===== src/rtl/core/tshb_pkg.sv =====
// Shared types, constants and register codes of the sample history buffer.
package tshb_pkg;

    localparam int VALUE_W      = 64;
    localparam int TIME_W       = 48;
    localparam int MONO_W       = 48;
    localparam int INTERVAL_W   = 32;
    localparam int BSIZE_W      = 6;
    localparam int SLOT_FIELD_W = 3;
    localparam int MAXC_W       = 6;
    localparam int CONS_FIELD_W = 4;
    localparam int CFG_IDX_W    = 2;
    localparam int CFG_DATA_W   = INTERVAL_W;

    // Width used for size and count comparisons; covers every legal depth.
    localparam int CMP_W = BSIZE_W + 1;

    localparam int NUM_SLOTS_DEF     = 8;
    localparam int DEPTH_DEF         = 32;
    localparam int NUM_CONSUMERS_DEF = 16;

    localparam logic [CFG_IDX_W-1:0] REG_MIN_INTERVAL = 2'd0;
    localparam logic [CFG_IDX_W-1:0] REG_BUFFER_SIZE  = 2'd1;
    localparam logic [CFG_IDX_W-1:0] REG_SEND_ONCE    = 2'd2;

    localparam logic [INTERVAL_W-1:0] MIN_INTERVAL_RST = '0;
    localparam logic [BSIZE_W-1:0]    BUFFER_SIZE_RST  = 6'd32;
    localparam logic                  SEND_ONCE_RST    = 1'b1;

    localparam logic CMD_ADD     = 1'b0;
    localparam logic CMD_COLLECT = 1'b1;

    typedef struct packed {
        logic               accepted;
        logic               has_sample;
        logic [VALUE_W-1:0] sample_value;
        logic [TIME_W-1:0]  sample_time;
        logic [TIME_W-1:0]  newest_time;
        logic               last;
    } t_result;

endpackage


===== src/rtl/core/tshb_keep_check.sv =====
// Throttle decision and ring position and count update for an add.
module tshb_keep_check #(
    parameter  int DEPTH = tshb_pkg::DEPTH_DEF,
    localparam int POS_W = $clog2(DEPTH),
    localparam int CNT_W = $clog2(DEPTH + 1)
) (
    input  logic                            i_slot_ok,
    input  logic                            i_seen,
    input  logic [CNT_W-1:0]                i_sz,
    input  logic [POS_W-1:0]                i_pos,
    input  logic [CNT_W-1:0]                i_cnt,
    input  logic [tshb_pkg::MONO_W-1:0]     i_last_mono,
    input  logic [tshb_pkg::MONO_W-1:0]     i_mono,
    input  logic [tshb_pkg::INTERVAL_W-1:0] i_interval,
    output logic                            o_keep,
    output logic [POS_W-1:0]                o_next_pos,
    output logic [CNT_W-1:0]                o_next_cnt
);
    import tshb_pkg::*;

    logic [MONO_W:0]  threshold;
    logic [CNT_W:0]   pos_inc;
    logic [CNT_W:0]   cnt_inc;
    logic [CNT_W:0]   sz_ext;

    // The threshold carries one extra bit so that the sum never wraps.
    assign threshold = {1'b0, i_last_mono} + (MONO_W + 1)'(i_interval);

    assign o_keep = i_slot_ok && (i_sz != '0) &&
                    ((i_interval == '0) || !i_seen || ({1'b0, i_mono} >= threshold));

    assign sz_ext  = (CNT_W + 1)'(i_sz);
    assign pos_inc = (CNT_W + 1)'(i_pos) + (CNT_W + 1)'(1);
    assign cnt_inc = (CNT_W + 1)'(i_cnt) + (CNT_W + 1)'(1);

    assign o_next_pos = (pos_inc >= sz_ext) ? '0 : POS_W'(pos_inc);
    assign o_next_cnt = (cnt_inc > sz_ext) ? i_sz : CNT_W'(cnt_inc);

endmodule


===== config.mk =====
export PLATFORM = sky130hd
export DESIGN_NAME = tshb_keep_check
export DESIGN_NICKNAME = d
export VERILOG_FILES = /design/src/rtl/core/tshb_pkg.sv /design/src/rtl/core/tshb_keep_check.sv
export SDC_FILE = /design/constraint.sdc
export NUM_CORES = 1
export LEC_CHECK = 0
export ABC_CLOCK_PERIOD_IN_PS = 3300
export BUFFER_PORTS_ARGS = -buffer_cell sky130_fd_sc_hd__buf_2
export CAP_MARGIN = 40
export CORE_MARGIN = 4
export CORE_UTILIZATION = 46
export DETAILED_ROUTE_END_ITERATION = 12
export PLACE_DENSITY = 0.85
export SETUP_SLACK_MARGIN = 0.15
export SLEW_MARGIN = 20
export SYNTH_ARGS = -nofsm -noshare
export SYNTH_HDL_FRONTEND = slang
export SYNTH_SLANG_ARGS = --single-unit

===== constraint.sdc =====
create_clock -name vclk -period 3.3
set_input_delay 0 -clock vclk [all_inputs]
set_output_delay 0 -clock vclk [all_outputs]
set_load 0.01 [all_outputs]

==> metrics.md <==
| Metric | Value |
|---|---|
| Gr ovfl total | `0` |
| Levels on crit path | `21` |
| Drt total wl | `approximately 13000 µm` |
| Count of cell types in the netlist | `56` |
| FMAX | `roughly 270 MHz` |
| Compound-Gate Fraction of Synth Area | `27.98%` |
| Hold Crit Class | `in -> out` |
| Unrepaired setup endpoints after global routing | `yes` |
| Syn Nets | `707` |
| Worst slew pin tran | `0.5330 ns` |
| Post-Route Utilization | `71.78%` |
| Drt via density | `between 5 and 6` |
| WL per Instance | `16.36 µm` |
| Seq/Total Area, Yosys | `0%` |
| Simple-Gate Fraction of Synth Area | `21.33%` |
| Fill cells | `538` |
| Leakage | `2.769 nW` |
| Crit start category | `primary input` |
| Share of layout cells above drive strength 1 | `39.89%` |
| Worst VDD drop | `0.09153 mV` |
| Row count | `31` |
| Ant diodes | `0` |
| Post-route DRC | `0` |
| Vias in the first global route | `4868` |
| Syn avg cell area | `7.607 µm²` |
| Critical Path Slowest Stage Cell | `fa_2` |
| Max incr delay on CP | `about 0.36 ns` |
| Adder-cell share of the synthesized area | `33.82%` |
| Sequential cell count | `0` |
| XOR/XNOR Fraction of Synth Area | `12.63%` |
| Post-route ant nets | `0` |
| Setup_tns | `-0.3765 ns` |
| Die Wd | `around 96 µm` |
| Initial antenna violation count | `0` |
| Yosys Warn Count | `0` |
| Register area | `0 µm²` |
| Total power per unit cell area | `198.0 nW/µm²` |
| CP Class | `in -> out` |
| Top cell type's share of synthesized area | `33.25%` |
| Chip Height | `95.69 µm` |
| IO Pins | `159` |
| Worst EP required | `3.30 ns` |
| Routability-driven placement congestion ratio | `0.8917` |
| Buffers and inverters on the worst path | `4` |
| GR Util All Layers | `between 20 and 30%` |
| Endpoint class of the critical path | `output pin` |
| Syn Inst Count | `465` |
| Largest family of logic cells by synthesized area | `adder cells` |
| Setup violations, final | `1` |
| Most common cell in the synthesized netlist | `ha_1` |
| P&R area growth vs syn | `49.56%` |
| Status | `finished, violations left` |
| Core Area | `7370 µm²` |
| Crit path cell chain | `buf_8 -> ha_4 -> fa_2 -> a21oi_4 -> o21ai_2 -> buf_4 -> o2111a_2 -> o2111ai_4 -> a31oi_4 -> a221oi_4 -> buf_6 -> nor2_2 -> xnor2_1 -> ha_1 -> a21o_1 -> a21oi_2 -> o211ai_1 -> a221oi_1 -> o21a_1 -> a211oi_2 -> buf_2` |
| DP HPWL | `~11000 µm` |
| Max-cap check violation count | `0` |
| Number of port buffers | `159` |
| Vias after detailed routing | `~4700` |
| Starting density of the core | `a little under half` |
| Nets | `956` |
| Synthesized area | `3537 µm²` |
| Final Critical Period | `around 3.7 ns` |
| Largest delay share family, worst path | `compound AO/OA/AOI/OAI gates` |
| Failing checks | `setup timing` |
| WHS Path Cells | `3` |
| Overall power | `1.048 mW` |
| Final Hold Vio Count | `0` |
| Worst Slack Setup Final | `-0.3765 ns` |
| First-pass GRT wire length | `between 20000 and 25000 µm` |
| Most instantiated cells after synthesis | `94 x ha_1, 38 x a21oi_1, 31 x nand2_1, 31 x o21ai_0, 26 x xnor2_1` |
| Worst Path Arrival | `3.68 ns` |
| Slew Limit Fails | `0` |
| Post-synthesis mux area share | `roughly 1.9%` |
| Final Cycle Share | `111.4%` |
| Most area-consuming cells after synthesis | `ha_1 33%, xnor2_1 6.4%, xor2_1 6.2%` |
| Die ar. | `9157 µm²` |
| Largest net degree at the start of global routing | `10` |
| Post-synth top area cell | `ha_1` |
| Hold Crit Start | `i_pos[0]` |
| Critical Path Fanout Max | `5` |
| WHS Endpoint | `o_next_pos[0]` |
| Max-slew headroom | `63.90%` |
| Clock buf count | `0` |
| 1st-pass router iterations | `5` |
| DR iter-0 viols | `198` |
==> layer usage <==
layer	share of wire (%)	track usage, %	vias up
met3	7.2	3.675	52
met2	51	54.31	220
li1	-	-	2283
met5	0	0	-
met1	38	30.40	2170
met4	3.9	9.123	0
==> power breakdown <==
group	internal (mW)	switching (mW)	total, mW
combinational	0.528	0.519	1.05
sequential	0	0	0
clock	0	0	0
total	0.528	0.519	1.05
==> cell type report <==
class	instances	area, µm²	share of cell area, %
multi-input combinational	443	3581	67.69
tap	99	123.9	2.342
inverter	16	60.06	1.135
timing repair buffer	253	1525	28.83
==> cells in the final DEF (no fill, tap or decap), types with 10 or more instances in the layout <==
cell / instances
inv_1: 16
buf_2: 157
a21o_1: 23
nand2_1: 31
nor2_1: 23
a21oi_1: 35
nor2b_1: 11
o21ai_0: 25
nand4_1: 14
xor2_1: 25
nand3_1: 17
xnor2_1: 26
buf_4: 92
and3_1: 14
nor4_1: 10
ha_1: 91
==> repair_timing <==
action                                  CTS  global route
gates resized for setup                  16             8
endpoints found under the setup margin    1             1
pin swaps                                23            10
setup buffers                            10             2
hold buffers                              0             0
==> worst max-delay path by stage <==
stage	slack (ns)	end	from
6_report	-0.38	o_keep	i_interval[0]
4_1_cts	-0.34	o_keep	i_interval[0]
3_5_place_dp	-0.67	o_keep	i_interval[0]
5_1_grt	-0.55	o_keep	i_interval[0]
3_3_place_gp	-0.47	o_keep	i_interval[0]
2_1_floorplan	-0.02	o_keep	i_last_mono[0]
==> logic make-up after synthesis <==
group | count (synthesis)
AOI/OAI and AO/OA | 146
and+or+nand+nor | 145
adders and majority gates | 95
xor gates and xnor gates | 51
buffers and inverters | 22
muxes | 6
==> per-stage QoR <==
| stage | area, µm² | setup WS [ns] | hold WS, ns | cells |
|---|---|---|---|---|
| floorplan | 3605 | -0.02192 | 0.04753 | 465 |
| global placement | 5110 | -0.4731 | 0.2886 | 799 |
| detailed placement | 5110 | -0.6710 | 0.3096 | 799 |
| CTS | 5241 | -0.3417 | 0.3113 | 809 |
| global route | 5290 | -0.5467 | 0.3293 | 811 |
| finish | 5290 | -0.3765 | 0.3096 | 811 |
(Power assumes the default switching activity.)
