## src/rtl/core/tshb_pkg.sv

```systemverilog
// Shared types, constants and register codes of the sample history buffer.
package tshb_pkg;

    localparam int VALUE_W      = 64;
    localparam int TIME_W       = 48;
    localparam int MONO_W       = 48;
    localparam int INTERVAL_W   = 32;
    localparam int BSIZE_W      = 6;
    localparam int SLOT_FIELD_W = 3;
    localparam int MAXC_W       = 6;
    localparam int CONS_FIELD_W = 4;
    localparam int CFG_IDX_W    = 2;
    localparam int CFG_DATA_W   = INTERVAL_W;

    // Width used for size and count comparisons; covers every legal depth.
    localparam int CMP_W = BSIZE_W + 1;

    localparam int NUM_SLOTS_DEF     = 8;
    localparam int DEPTH_DEF         = 32;
    localparam int NUM_CONSUMERS_DEF = 16;

    localparam logic [CFG_IDX_W-1:0] REG_MIN_INTERVAL = 2'd0;
    localparam logic [CFG_IDX_W-1:0] REG_BUFFER_SIZE  = 2'd1;
    localparam logic [CFG_IDX_W-1:0] REG_SEND_ONCE    = 2'd2;

    localparam logic [INTERVAL_W-1:0] MIN_INTERVAL_RST = '0;
    localparam logic [BSIZE_W-1:0]    BUFFER_SIZE_RST  = 6'd32;
    localparam logic                  SEND_ONCE_RST    = 1'b1;

    localparam logic CMD_ADD     = 1'b0;
    localparam logic CMD_COLLECT = 1'b1;

    typedef struct packed {
        logic               accepted;
        logic               has_sample;
        logic [VALUE_W-1:0] sample_value;
        logic [TIME_W-1:0]  sample_time;
        logic [TIME_W-1:0]  newest_time;
        logic               last;
    } t_result;

endpackage

```

## src/rtl/core/tshb_out_stage.sv

```systemverilog
// Output register that holds one result until the receiver takes it.
module tshb_out_stage (
    input  logic              i_clk,
    input  logic              i_rst_n,
    input  logic              i_load,
    input  tshb_pkg::t_result i_result,
    input  logic              i_stall,
    output logic              o_valid,
    output logic              o_free,
    output tshb_pkg::t_result o_result
);
    import tshb_pkg::*;

    logic    r_valid;
    t_result r_result;

    assign o_free = !r_valid || !i_stall;

    always_ff @(posedge i_clk) begin
        if (!i_rst_n) begin
            r_valid <= 1'b0;
        end else if (i_load) begin
            r_valid <= 1'b1;
        end else if (!i_stall) begin
            r_valid <= 1'b0;
        end
    end

    always_ff @(posedge i_clk) begin
        if (i_load) begin
            r_result <= i_result;
        end
    end

    assign o_valid  = r_valid;
    assign o_result = r_result;

endmodule

```

## config.mk

```make
export PLATFORM = sky130hd
export DESIGN_NAME = tshb_out_stage
export DESIGN_NICKNAME = d
export VERILOG_FILES = /design/src/rtl/core/tshb_pkg.sv /design/src/rtl/core/tshb_out_stage.sv
export SDC_FILE = /design/constraint.sdc
export NUM_CORES = 1
export LEC_CHECK = 0
export BUFFER_PORTS_ARGS = -buffer_cell sky130_fd_sc_hd__buf_2
export CAP_MARGIN = 20
export CORE_AREA = 5 5 126 128
export DETAILED_ROUTE_END_ITERATION = 10
export DIE_AREA = 0 0 131 133
export GPL_TIMING_DRIVEN = 0
export PLACE_DENSITY = 0.74
export SETUP_SLACK_MARGIN = 0.3
export SYNTH_ARGS = -nofsm -noshare
export SYNTH_HDL_FRONTEND = slang
export SYNTH_SLANG_ARGS = --single-unit
```

## constraint.sdc

```tcl
create_clock -name i_clk -period 1 [get_ports i_clk]
set_clock_uncertainty 0.2 [all_clocks]
set_input_delay 0.15 -clock i_clk [delete_from_list [all_inputs] [get_ports i_clk]]
set_output_delay 0.15 -clock i_clk [all_outputs]
set_load 0.005 [all_outputs]
```

==> results <==
- The run finished, with violations left.
- The final net count is 690.
- The signal on the critical path passes through buf_2.
- The total number of H-tree levels is 4.
- Sorting the synthesized cells by how often they occur yields sky130_fd_sc_hd__edfxtp_1 (163), sky130_fd_sc_hd__a21oi_1 (1), sky130_fd_sc_hd__dfxtp_1 (1), sky130_fd_sc_hd__nand2_1 (1), sky130_fd_sc_hd__nor2b_1 (1).
- After synthesis, the largest family of logic cells by area is simple AND/OR/NAND/NOR gates.
- The synthesized-area fraction occupied by and/or/nand/nor cells is 0.203%.
- On the final layout, the worst hold slack is -0.295 ns.
- The pin slew with the least headroom to its limit is 0.222 ns.
- The die height is 133 µm.
- The adder-cell share of the synthesized area is 0%.
- Yosys instantiated no cell more often than sky130_fd_sc_hd__edfxtp_1.
- The buffer type at the clock tree root is sky130_fd_sc_hd__clkbuf_16.
- The number of global-route vias before repair came to 3465.
- In this run the deepest clock path goes through 2 buffers.
- The worst hold path belongs to the class in2reg.
- Setup violations remaining at the end of the flow were counted as 165.
- The worst voltage drop across the vdd grid is 1.19 mV.
- In this run, CTS created clock tree buffers numbering 17.
- Clock-pin slew was measured on the worst setup and hold paths at 0.06 ns.
- In the synthesized netlist the dominant register cell turns out to be sky130_fd_sc_hd__edfxtp_1.
- The required time reported for the critical path endpoint is 0.65 ns.
- The post-synthesis cell area is 4930 µm².
- The placed wire-length estimate after detailed placement is 9790 µm.
- The starting density of the core is 33.4%.
- The area of the die is 17400 µm².
- The CTS tree is done.
- Sequential elements use 99.7% of the synthesized area.
- The peak per-stage delay on the critical path is 0.39 ns.
- The average size of a mapped cell is 29.5 µm².
- The remaining global-route overflow is 0.
- Buffers placed on the I/O ports in this run total 331.
- For this design, the sink count on the clock tree is 164.
- The synthesized netlist contains 5 unique library cells.
- The multiplexer fraction of the synthesized cell area is 0%.
- The share of synthesized area in the top cell type comes to 99.3%.
- The worst setup path is captured at a primary output.
- The final period demand of the worst path is 1.30 ns.
- The compound-cell area share of the yosys netlist is 0.102%.
- In this run, the number of DRC markers left after iteration 0 of detailed routing was 130.
- The launch point of the worst reg-to-reg path is o_valid$_SDFFE_PN0P_.
- The number of optimization iterations in the first detailed-route pass is 4.
- The final core utilization is 51.0%.
- Summed over all instances, the cell type with the most area after synthesis is sky130_fd_sc_hd__edfxtp_1.
- The initial antenna violation count came to 0.
- The die width is 131 µm.
- The total inserted antenna cells is 0.
- The clock latency reported for the late side of the worst-skew pair is 0.41 ns.
- In this run the tightest slew margin relative to its limit is 85.2%.
- Of the total synthesized cell area, the portion taken by XOR and XNOR cells is 0%.
- The sort of element at the start of the critical path is a flop.
- For this design the ratio of total power to cell area is 2030 nW/µm².
- The async set or reset register ratio after synthesis is 0%.
- The placeable core region is 14800 µm².
- From synthesis to final layout, the design area changed by 52.6%.
- The worst hold path begins at i_result[45].
- The post-synthesis cell count is 167.
- The final hold violation count came to 216.
- After detailed routing, the number of vias per cell comes to 4.27.
- In this run the register-to-register setup slack is 0.08 ns.
- The post-synthesis net count is 334.
- The worst-case setup margin in the final layout is -0.299 ns.
- The floorplan has 45 rows.
- The count of warnings emitted by yosys is 0.
- The startpoint of the most critical setup path is o_result[129]$_DFFE_PP_.
- The congestion estimate from routability-driven global placement came to 0.748.
- For this design the static power due to leakage is 3.25 nW.
- Setup repair after global routing could not meet its margin everywhere.
- The share of the clock period used by the worst path is 130%.
- The number of I/O pins is 332.
- The cell family contributing the most delay on the critical path is flip-flops.
- Counting cells, the worst reg-to-reg path comes to 3.
- In this run the worst setup path terminates at o_result[129].
- Sorting the synthesized cells by area gives the leading types as sky130_fd_sc_hd__edfxtp_1 (99%), sky130_fd_sc_hd__dfxtp_1 (0.41%), sky130_fd_sc_hd__nor2b_1 (0.13%).
- The number of buffers and inverters on the critical path is 1.
- The cell depth of the worst setup path is 1.
- The maximum clock frequency is 770 MHz.
- At the worst endpoint, the arrival time is 0.95 ns.
- The worst register-to-register path ends at o_valid$_SDFFE_PN0P_.
- The routed layout has 3080 vias.
- The final reports fail on negative hold slack, negative setup slack.
- The detail route stage leaves a number of antenna-violating nets equal to 0.
- The count of maximum capacitance violations is 0.
- The global-route wire length before repair is 19100 µm.
- Across every metal layer, demand over resource in global routing totals 15.2%.
- In the final routed layout, each cell accounts on average for 18.5 µm.
- Yosys mapped a number of flops with a built-in enable equal to 163.
- The slowest library cell on the worst path is sky130_fd_sc_hd__edfxtp_1.
- The kind of critical path is reg2out.
- The number of max-slew violations in the final report is 0.
- The proportion of layout cells with a drive suffix above 1 is 68.5%.
- The largest net degree at the start of global routing is 30.
- The residual DRC count is 0.
- The maximum net fanout on the critical path is 1.
- The synthesized design contains 164 register bits.
- The total wirelength of the detailed-routed design is 13300 µm.
cells by family (layout without fill, tap and decap cells):
| family | Yosys count | after routing |
|---|---|---|
| AO/OA/AOI/OAI | 1 | 1 |
| buffers and inverters | 0 | 367 |
| flip-flops | 164 | 164 |
| AND/OR/NAND/NOR | 2 | 2 |
how the worst min path moves through the flow:
stage                                          to  slack, ns  cells past startpoint
after detailed placement   o_result[40]$_DFFE_PP_       0.13                      1
after global placement     o_result[88]$_DFFE_PP_       0.13                      1
after floorplan             o_result[0]$_DFFE_PP_       0.05                      0
after CTS                 o_result[119]$_DFFE_PP_      -0.32                      1
after global routing      o_result[148]$_DFFE_PP_      -0.32                      1
final                      o_result[45]$_DFFE_PP_      -0.29                      1
state kept, by name, summed over array words and instances, names as in the netlist:
name	cells
o_result	163
o_valid	1
layout by cell type (no fill, tap or decap):
cell,synthesis,layout
sky130_fd_sc_hd__bufinv_16,0,1
sky130_fd_sc_hd__dfxtp_2,0,1
sky130_fd_sc_hd__buf_2,0,330
sky130_fd_sc_hd__inv_6,0,1
sky130_fd_sc_hd__clkbuf_1,0,3
sky130_fd_sc_hd__nor2b_1,1,1
sky130_fd_sc_hd__clkinvlp_4,0,2
sky130_fd_sc_hd__nand2_2,0,1
sky130_fd_sc_hd__clkinv_4,0,1
sky130_fd_sc_hd__buf_16,0,5
sky130_fd_sc_hd__buf_4,0,1
sky130_fd_sc_hd__clkbuf_16,0,17
sky130_fd_sc_hd__edfxtp_1,163,163
sky130_fd_sc_hd__clkinv_2,0,4
sky130_fd_sc_hd__clkinv_1,0,1
sky130_fd_sc_hd__bufbuf_16,0,1
sky130_fd_sc_hd__a21oi_2,0,1
report_power, final:
group	total, mW	internal, mW	switching, mW
Combinational	1.18	0.630	0.549
Sequential	8.30	8.16	0.134
Clock	5.83	3.38	2.45
per-stage QoR:
stage          setup TNS [ns]  setup WS, ns  power (mW)  std cells  cell area (µm²)
2_1_floorplan               0         0.220        8.53        167             4930
3_3_place_gp          -358.16         -2.20        9.53        686             6820
3_5_place_dp           -79.49        -0.661        9.58        687             6860
4_1_cts                -47.46        -0.347        15.5        721             7510
5_1_grt                -50.48        -0.359        16.0        722             7520
6_report               -42.32        -0.299        15.3        722             7520
layer usage:
layer  up-vias  global-route usage [%]  wire length [µm]
li1       1397                       -                 -
met1      1485                    15.9              4500
met2       182                    26.6              7190
met3        16                    6.62              1470
met5         -                       0                 0
met4         0                    5.49               170
layout make-up:
cell class | count | area, µm²
flip-flops and latches | 164 | 4920
fillers | 1254 | 7230
well taps | 188 | 235
multi-input cells | 3 | 21.3
clock inverters | 10 | 86.3
clock buffers | 20 | 437
repair buffers | 337 | 1830
what timing repair did:
| action | 4_1_cts | 5_1_grt |
|---|---|---|
| cloned | 4 | 0 |
| buffers inserted | 0 | 1 |
| hold endpoints to repair | 216 | 216 |
| gates resized for setup | 7 | 1 |
| endpoints found under the setup margin | 277 | 166 |
| pin swaps | 1 | 0 |
Note: power is estimated with default switching activity, not from simulation.
