<file path="src/rtl/core/tshb_ram.sv">
// Generic single-write, single-read synchronous RAM with registered read data.
module tshb_ram #(
    parameter  int WIDTH  = 8,
    parameter  int WORDS  = 16,
    localparam int ADDR_W = (WORDS > 1) ? $clog2(WORDS) : 1
) (
    input  logic              i_clk,
    input  logic              i_wr_en,
    input  logic [ADDR_W-1:0] i_wr_addr,
    input  logic [WIDTH-1:0]  i_wr_data,
    input  logic              i_rd_en,
    input  logic [ADDR_W-1:0] i_rd_addr,
    output logic [WIDTH-1:0]  o_rd_data
);

    logic [WIDTH-1:0] r_mem [WORDS];
    logic [WIDTH-1:0] r_rd_data;

    always_ff @(posedge i_clk) begin
        if (i_wr_en) begin
            r_mem[i_wr_addr] <= i_wr_data;
        end
        if (i_rd_en) begin
            r_rd_data <= r_mem[i_rd_addr];
        end
    end

    assign o_rd_data = r_rd_data;

endmodule

</file>
<file path="config.mk">
export PLATFORM = sky130hd
export DESIGN_NAME = tshb_ram
export DESIGN_NICKNAME = d
export VERILOG_FILES = /design/src/rtl/core/tshb_ram.sv
export SDC_FILE = /design/constraint.sdc
export NUM_CORES = 1
export LEC_CHECK = 0
export ABC_AREA = 0
export BUFFER_PORTS_ARGS = -buffer_cell sky130_fd_sc_hd__buf_2
export CORE_MARGIN = 2
export CORE_UTILIZATION = 40
export DETAILED_ROUTE_END_ITERATION = 7
export PLACE_DENSITY_LB_ADDON = 0.08
export SYNTH_ARGS = -nofsm -noshare
export SYNTH_HDL_FRONTEND = slang
export SYNTH_SLANG_ARGS = --single-unit
</file>
<file path="constraint.sdc">
create_clock -name i_clk -period 1.94 [get_ports i_clk]
set_input_delay 0.388 -clock i_clk [delete_from_list [all_inputs] [get_ports i_clk]]
set_output_delay 0.388 -clock i_clk [all_outputs]
set_load 0.02 [all_outputs]
</file>
==> impl_metrics.csv, run 1 <==
group,metric,value,unit
power_and_ir_drop,p_per_area,1020,nW/um2
timing,slew_headroom,46.4,%
route,drt-pass1-iter-count,4,
finish,layout-drive-gt1-share,30.6,%
worst_setup_path,crit_path_max_incr_delay,0.56,ns
logic_synthesis,seq_area_frac_synth,78.1,%
job,cap_violations,0,
floorplan,ios,27,
grt,antenna_found_initial,0,
route,ant_nets,0,
power_and_ir_drop,p_int,5050,uW
finish,fin_area,6220,um2
logic_synthesis,avgSynthCellArea,22.8,um2
timing,fin_crit_sh,82.2,%
logic_synthesis,syn_inst,229,
power_and_ir_drop,share_comb_of_total_power,5.4,%
finish,mostFrequentLayoutCell,"edfxtp_1",
finish,seqCellArea,4080,um2
route,drc,0,
floorplan,die_area,14000,um2
finish,multi_input_area,1060,um2
clocking,post_cts_resized,0,
clocking,htreeDepth,4,
worst_setup_path,arrival,1.75,ns
power_and_ir_drop,clkPwrFrac,42.0,%
placed_design,io_buffer_count,26,
floorplan,core_area,12700,um2
clocking,cts.clk_slew.worst_paths,0.05,ns
clocking,hold_buffers,0,
status,outcome,"finished, final reports clean",
clocking,cts_made_buffers,17,
placed_design,dp_hpwl,6.92,mm
clocking,cts_buffer_depth,2,
grt,overflow,0,
grt,grt_pass1_vias,2559,
timing,finalCriticalPeriod,1.60,ns
route,avgViaCountPerCell,5.21,
finish,syn_to_final_growth,19.1,%
clocking,clock_sinks,136,
finish,final_cell_mix,"136 x edfxtp_1, 26 x buf_2, 21 x buf_4",
logic_synthesis,synth_cell_types,18,
worst_setup_path,endpoint_kind,"flip-flop",
clocking,cts_tree,"yes",
worst_setup_path,required,2.10,ns
timing,tightestPinTransition,0.802,ns
logic_synthesis,synth_top_area_share,78.1,%
finish,fill_cells,1072,
worst_setup_path,critPathTopFamily,"multiplexers",
placed_design,gp_congestion,0.724,
placed_design,dpl_cell_area,5740,um2
worst_setup_path,crit_cells,6,
logic_synthesis,syn_area,5230,um2
power_and_ir_drop,p_leak,0.00210,uW
min_path,hold_class,"input port to flip-flop",
route,first_iter_violations,187,
timing,hold_ws,0.348,ns
clocking,worstSkewPairLatency,0.41,ns
worst_setup_path,critPathMaxFanout,7,
worst_setup_path,cp_num_buf_inv,3,
route,drt_wl_total,10.8,mm
power_and_ir_drop,power.switching,1290,uW
finish,layout.nets,309,
timing,slew_viol_final,0,
logic_synthesis,synthTopCellsByArea,"edfxtp_1 78%, mux4_2 7.8%, mux4_1 7.0%",
worst_setup_path,slowest_stage,"mux4_1",
grt,grt_max_degree,17,
logic_synthesis,synth_fp_nets,248,
logic_synthesis,yosysWarnings,0,
floorplan,start_util,41.3,%
finish,antenna_cells,0,
timing,setup_tns,0,ns
route,wl_per_cell,22.8,um
clocking,cts_root_buffer,"clkbuf_16",
floorplan,die_w,118,um
timing,hold_viol,0,
route,via_count,2465,
worst_setup_path,crit_type,"input port to flip-flop",
timing,fmax,627,MHz
worst_setup_path,path_cells,"buf_2 -> buf_12 -> buf_4 -> mux4_1 -> a22oi_1 -> nand2_1",
clocking,post_cts_buffers,0,
timing,setup_violations,0,
power_and_ir_drop,ir_drop,0.448,mV
logic_synthesis,synth_seq_cells,136,
floorplan,dieHeight,118,um
grt,grt_pass1_wl,16.5,mm
min_path,holdPathStages,1,
worst_setup_path,startpoint_type,"input port",
grt,track_usage,16.7,%
power_and_ir_drop,p_sw_share,20.3,%
timing,fin_skew,0.00409,ns
floorplan,rows,41,
worst_setup_path,reg2reg_depth,3,
logic_synthesis,synth_top_area_cell,"edfxtp_1",
power_and_ir_drop,power_frac_seq,52.5,%
timing,rsz0062_at_grt,"no",
## Yosys cell counts
library cell     number
nor3_1                4
mux4_2               18
and2_1                1
buf_2                 3
mux4_1               14
a22oi_1              16
edfxtp_1            136
buf_4                 1
nor2_1               13
clkdlybuf4s25_2       3
or3b_2                1
and2b_1               1
nand2_1               9
nand3_1               1
nor2b_1               1
buf_6                 3
nand2b_1              2
nand3b_1              2
## cell type report
class	count	area share, %
well taps	172	3.46
clock inverters	7	0.503
multi-input cells	83	17.0
clock buffers	23	7.20
repair buffers	52	6.23
flip-flops and latches	136	65.6
## power groups by stage
stage                     sequential, uW  combinational (uW)  clock (uW)
after floorplan                     3400                 167           0
after global placement              3390                 353           0
after detailed placement            3390                 352           0
after CTS                           3330                 354        2720
after global routing                3340                 376        2840
final                               3330                 345        2660
## registers in the layout, summed over array words and instances (netlist names)
signal	cells
r_mem	128
o_rd_data	8
## per-layer routing
layer	up-vias	global-route usage, %	wire (um)
li1	1100	-	-
met4	0	7.23	172
met5	-	0	0
met1	1286	24.2	5150
met3	13	3.81	399
met2	66	24.3	5050
## through the flow
stage                     total power, uW  setup slack (ns)  cells  utilization (%)
final                                6340             0.345    473             49.1
after global routing                 6550             0.281    473             49.1
after CTS                            6400             0.335    473             49.1
after detailed placement             3740            -0.106    443             45.3
after global placement               3740            -0.131    443             45.3
after floorplan                      3570            0.0591    229                -
## path summary, 6_finish.rpt
kind / start / endpoint / slack [ns]
worst max register to register: r_mem[3][3] / o_rd_data[3] / 0.45
worst min-delay path: i_rd_en / o_rd_data[6] / 0.35
worst max-delay path: i_rd_addr[0] / o_rd_data[3] / 0.34
worst min register to register: r_mem[15][5] / o_rd_data[5] / 0.75
## cells by family (layout without fill, tap and decap cells)
group	Yosys count	count (layout)	synth area share, %
compound gates	16	16	2.30
flops	136	136	78.1
buf+inv	10	82	1.65
simple gates	35	35	3.14
mux	32	32	14.8
## worst reg2reg max path, cell delays in order (launching register included)
cell      delay [ns]
edfxtp_1        0.36
mux4_1          0.49
a22oi_1         0.29
nand2_1         0.09
No activity file was read; power rests on OpenSTA's default activity.
==> run 2, diff against run 1 <==
==> constraint.sdc (replaced) <==
create_clock -name i_clk -period 1.3 [get_ports i_clk]
set_input_delay 0.26 -clock i_clk [delete_from_list [all_inputs] [get_ports i_clk]]
set_output_delay 0.26 -clock i_clk [all_outputs]
set_load 0.02 [all_outputs]
==> run 2 against run 1 <==
  * The run now ends with setup timing left
  * Sequential power is 49% higher
  * Utilization is 2.5 points higher
  * Setup slack worse by 0.43 ns
  * Critical path depth is 3 lower
  * Non-clock buffer count is 11 higher
  * Routed wire length is 3.2% lower
  * Combinational power is 71% higher
  * Largest power group unchanged
  * Die area stayed put
==> impl_metrics.csv, run 2 (synthesized netlist as in run 1, its figures left out) <==
group,metric,value,unit
status,outcome,"complete, but fails checks",
status,violations,"setup timing",
floorplan,die_area,14000,um2
route,via_count,2493,
worst_setup_path,reg2reg_to,"o_rd_data[0]",
worst_setup_path,critPathMaxFanout,1,
grt,overflow,0,
timing,hold_viol,0,
worst_setup_path,reg2reg_depth,3,
min_path,hold_class,"input port to flip-flop",
clocking,clock_sinks,136,
floorplan,die_w,118,um
grt,grt_max_degree,25,
power_and_ir_drop,p_sw_share,19.5,%
power_and_ir_drop,power.total,10400,uW
power_and_ir_drop,p_int,8380,uW
power_and_ir_drop,power_frac_seq,47.8,%
placed_design,placedCellCount,454,
grt,antenna_found_initial,0,
worst_setup_path,path_cells,"mux4_2 -> a22oi_2 -> nand2_1",
timing,setup_violations,8,
finish,final_cell_mix,"136 x edfxtp_1, 32 x mux4_2, 27 x buf_4",
route,drt_wl_total,10.4,mm
placed_design,io_buffer_count,26,
worst_setup_path,startpoint_type,"flip-flop",
clocking,worstSkewPairLatency,0.42,ns
worst_setup_path,crit_type,"flip-flop to flip-flop",
timing,tightestPinTransition,0.958,ns
min_path,holdPathStages,1,
finish,regMostFlops,"r_mem",
min_path,min-delay-start,"i_rd_en",
route,wl_per_cell,21.5,um
finish,syn_to_final_growth,25.2,%
grt,track_usage,16.0,%
floorplan,rows,41,
power_and_ir_drop,ir_drop,0.648,mV
worst_setup_path,endpoint_kind,"flip-flop",
timing,finalCriticalPeriod,1.39,ns
floorplan,ios,27,
timing,fin_crit_sh,107,%
clocking,cts_made_buffers,17,
finish,layout-drive-gt1-share,44.9,%
worst_setup_path,critPathTopFamily,"multiplexers",
clocking,cts_tree,"yes",
grt,gr-usage-met2,23.8,%
placed_design,dp_hpwl,6.73,mm
finish,antenna_cells,0,
placed_design,gp_congestion,0.707,
worst_setup_path,r2r_start,"r_mem[11][0]",
finish,mostFrequentLayoutCell,"edfxtp_1",
worst_setup_path,crit_path_max_incr_delay,0.48,ns
timing,fin_skew,0.00473,ns
timing,setup_tns,-0.480,ns
power_and_ir_drop,share_comb_of_total_power,5.7,%
grt,globalRouteMet1Util,22.0,%
clocking,cts_buffer_depth,2,
route,first_iter_violations,156,
route,avgViaCountPerCell,5.13,
worst_setup_path,cp_num_buf_inv,0,
job,cap_violations,0,
worst_setup_path,arrival,1.55,ns
power_and_ir_drop,p_per_area,1590,nW/um2
grt,grt_pass1_vias,2597,
clocking,htreeDepth,4,
timing,fmax,721,MHz
clocking,cts_root_buffer,"clkbuf_16",
grt,busiest_layer,"met2",
timing,rsz0062_at_grt,"yes",
route,drc,0,
min_path,whs_endpoint,"o_rd_data[7]",
finish,utilization,51.6,%
power_and_ir_drop,clkPwrFrac,46.5,%
timing,slew_viol_final,0,
floorplan,core_area,12700,um2
clocking,cts.clk_slew.worst_paths,0.05,ns
route,drt-pass1-iter-count,4,
grt,grtUsageMet3,4.83,%
power_and_ir_drop,p_leak,0.00219,uW
finish,final_cell_count_no_fill,486,
power_and_ir_drop,power.switching,2020,uW
route,ant_nets,0,
finish,layout.nets,320,
floorplan,dieHeight,118,um
finish,largest_register_ffs,128,
grt,grt_pass1_wl,15.7,mm
worst_setup_path,timing.reg2reg.setup_slack,-0.09,ns
worst_setup_path,slowest_stage,"mux4_2",
timing,fin_ws,-0.0877,ns
timing,slew_headroom,36.0,%
floorplan,start_util,41.3,%
worst_setup_path,required,1.47,ns
==> run 2: cell count changes in the layout (fill, tap and decap cells not counted), moves of 4 or more <==
cell       previous run  this run
a22oi_2               0        12
buf_4                21        27
nor3_1                4         0
bufinv_16             0         4
mux4_1               14         0
mux4_2               18        32
buf_12                5         9
a22oi_1              16         4
==> run 2: what timing repair did <==
| action | CTS | global route |
|---|---|---|
| gates cloned | 0 | 1 |
| gates resized for setup | 11 | 6 |
| buffers inserted | 0 | 0 |
| hold endpoints to repair | 0 | 0 |
| pin swaps | 1 | 0 |
| hold buffers | 0 | 0 |
| setup endpoints to repair | 9 | 10 |
==> run 2: metal layers <==
layer / part of all wire (%) / wire length (um)
met1: 46 / 4840
met3: 5.1 / 528
met5: 0 / 0
met4: 1.7 / 174
met2: 47 / 4890
==> run 2: how the worst max path moves through the flow <==
| stage | startpoint | end | slack, ns | depth (start not counted) |
|---|---|---|---|---|
| 5_1_grt | r_mem[11][0] | o_rd_data[0] | -0.16 | 3 |
| 4_1_cts | r_mem[11][0] | o_rd_data[0] | -0.1 | 3 |
| 3_3_place_gp | i_rd_addr[0] | o_rd_data[4] | -0.56 | 6 |
| 6_report | r_mem[11][0] | o_rd_data[0] | -0.09 | 3 |
| 3_5_place_dp | i_rd_addr[0] | o_rd_data[4] | -0.57 | 6 |
| 2_1_floorplan | i_rd_addr[0] | o_rd_data[1] | -0.16 | 5 |
==> run 2: metrics by stage <==
step	area (um2)	hold slack, ns	setup WS, ns
after floorplan	5250	0.359	-0.160
after global placement	5860	0.635	-0.556
after detailed placement	5860	0.635	-0.572
after CTS	6500	0.199	-0.0962
after global routing	6540	0.205	-0.157
final	6540	0.201	-0.0877
==> run 2: final cells by class <==
cell class / count / area, um2
multi-input cells: 83 / 1100
clock buffers: 20 / 437
repair buffers: 63 / 551
clock inverters: 12 / 156
fillers: 1033 / 6130
well taps: 172 / 215
flip-flops and latches: 136 / 4080
==> run 2: power groups by stage <==
| stage | combinational (uW) | clock [uW] | sequential (uW) |
|---|---|---|---|
| after detailed placement | 562 | 0 | 5060 |
| after CTS | 582 | 4900 | 4970 |
| after global routing | 639 | 5100 | 4980 |
| after global placement | 559 | 0 | 5060 |
| final | 590 | 4840 | 4970 |
| after floorplan | 276 | 0 | 5080 |
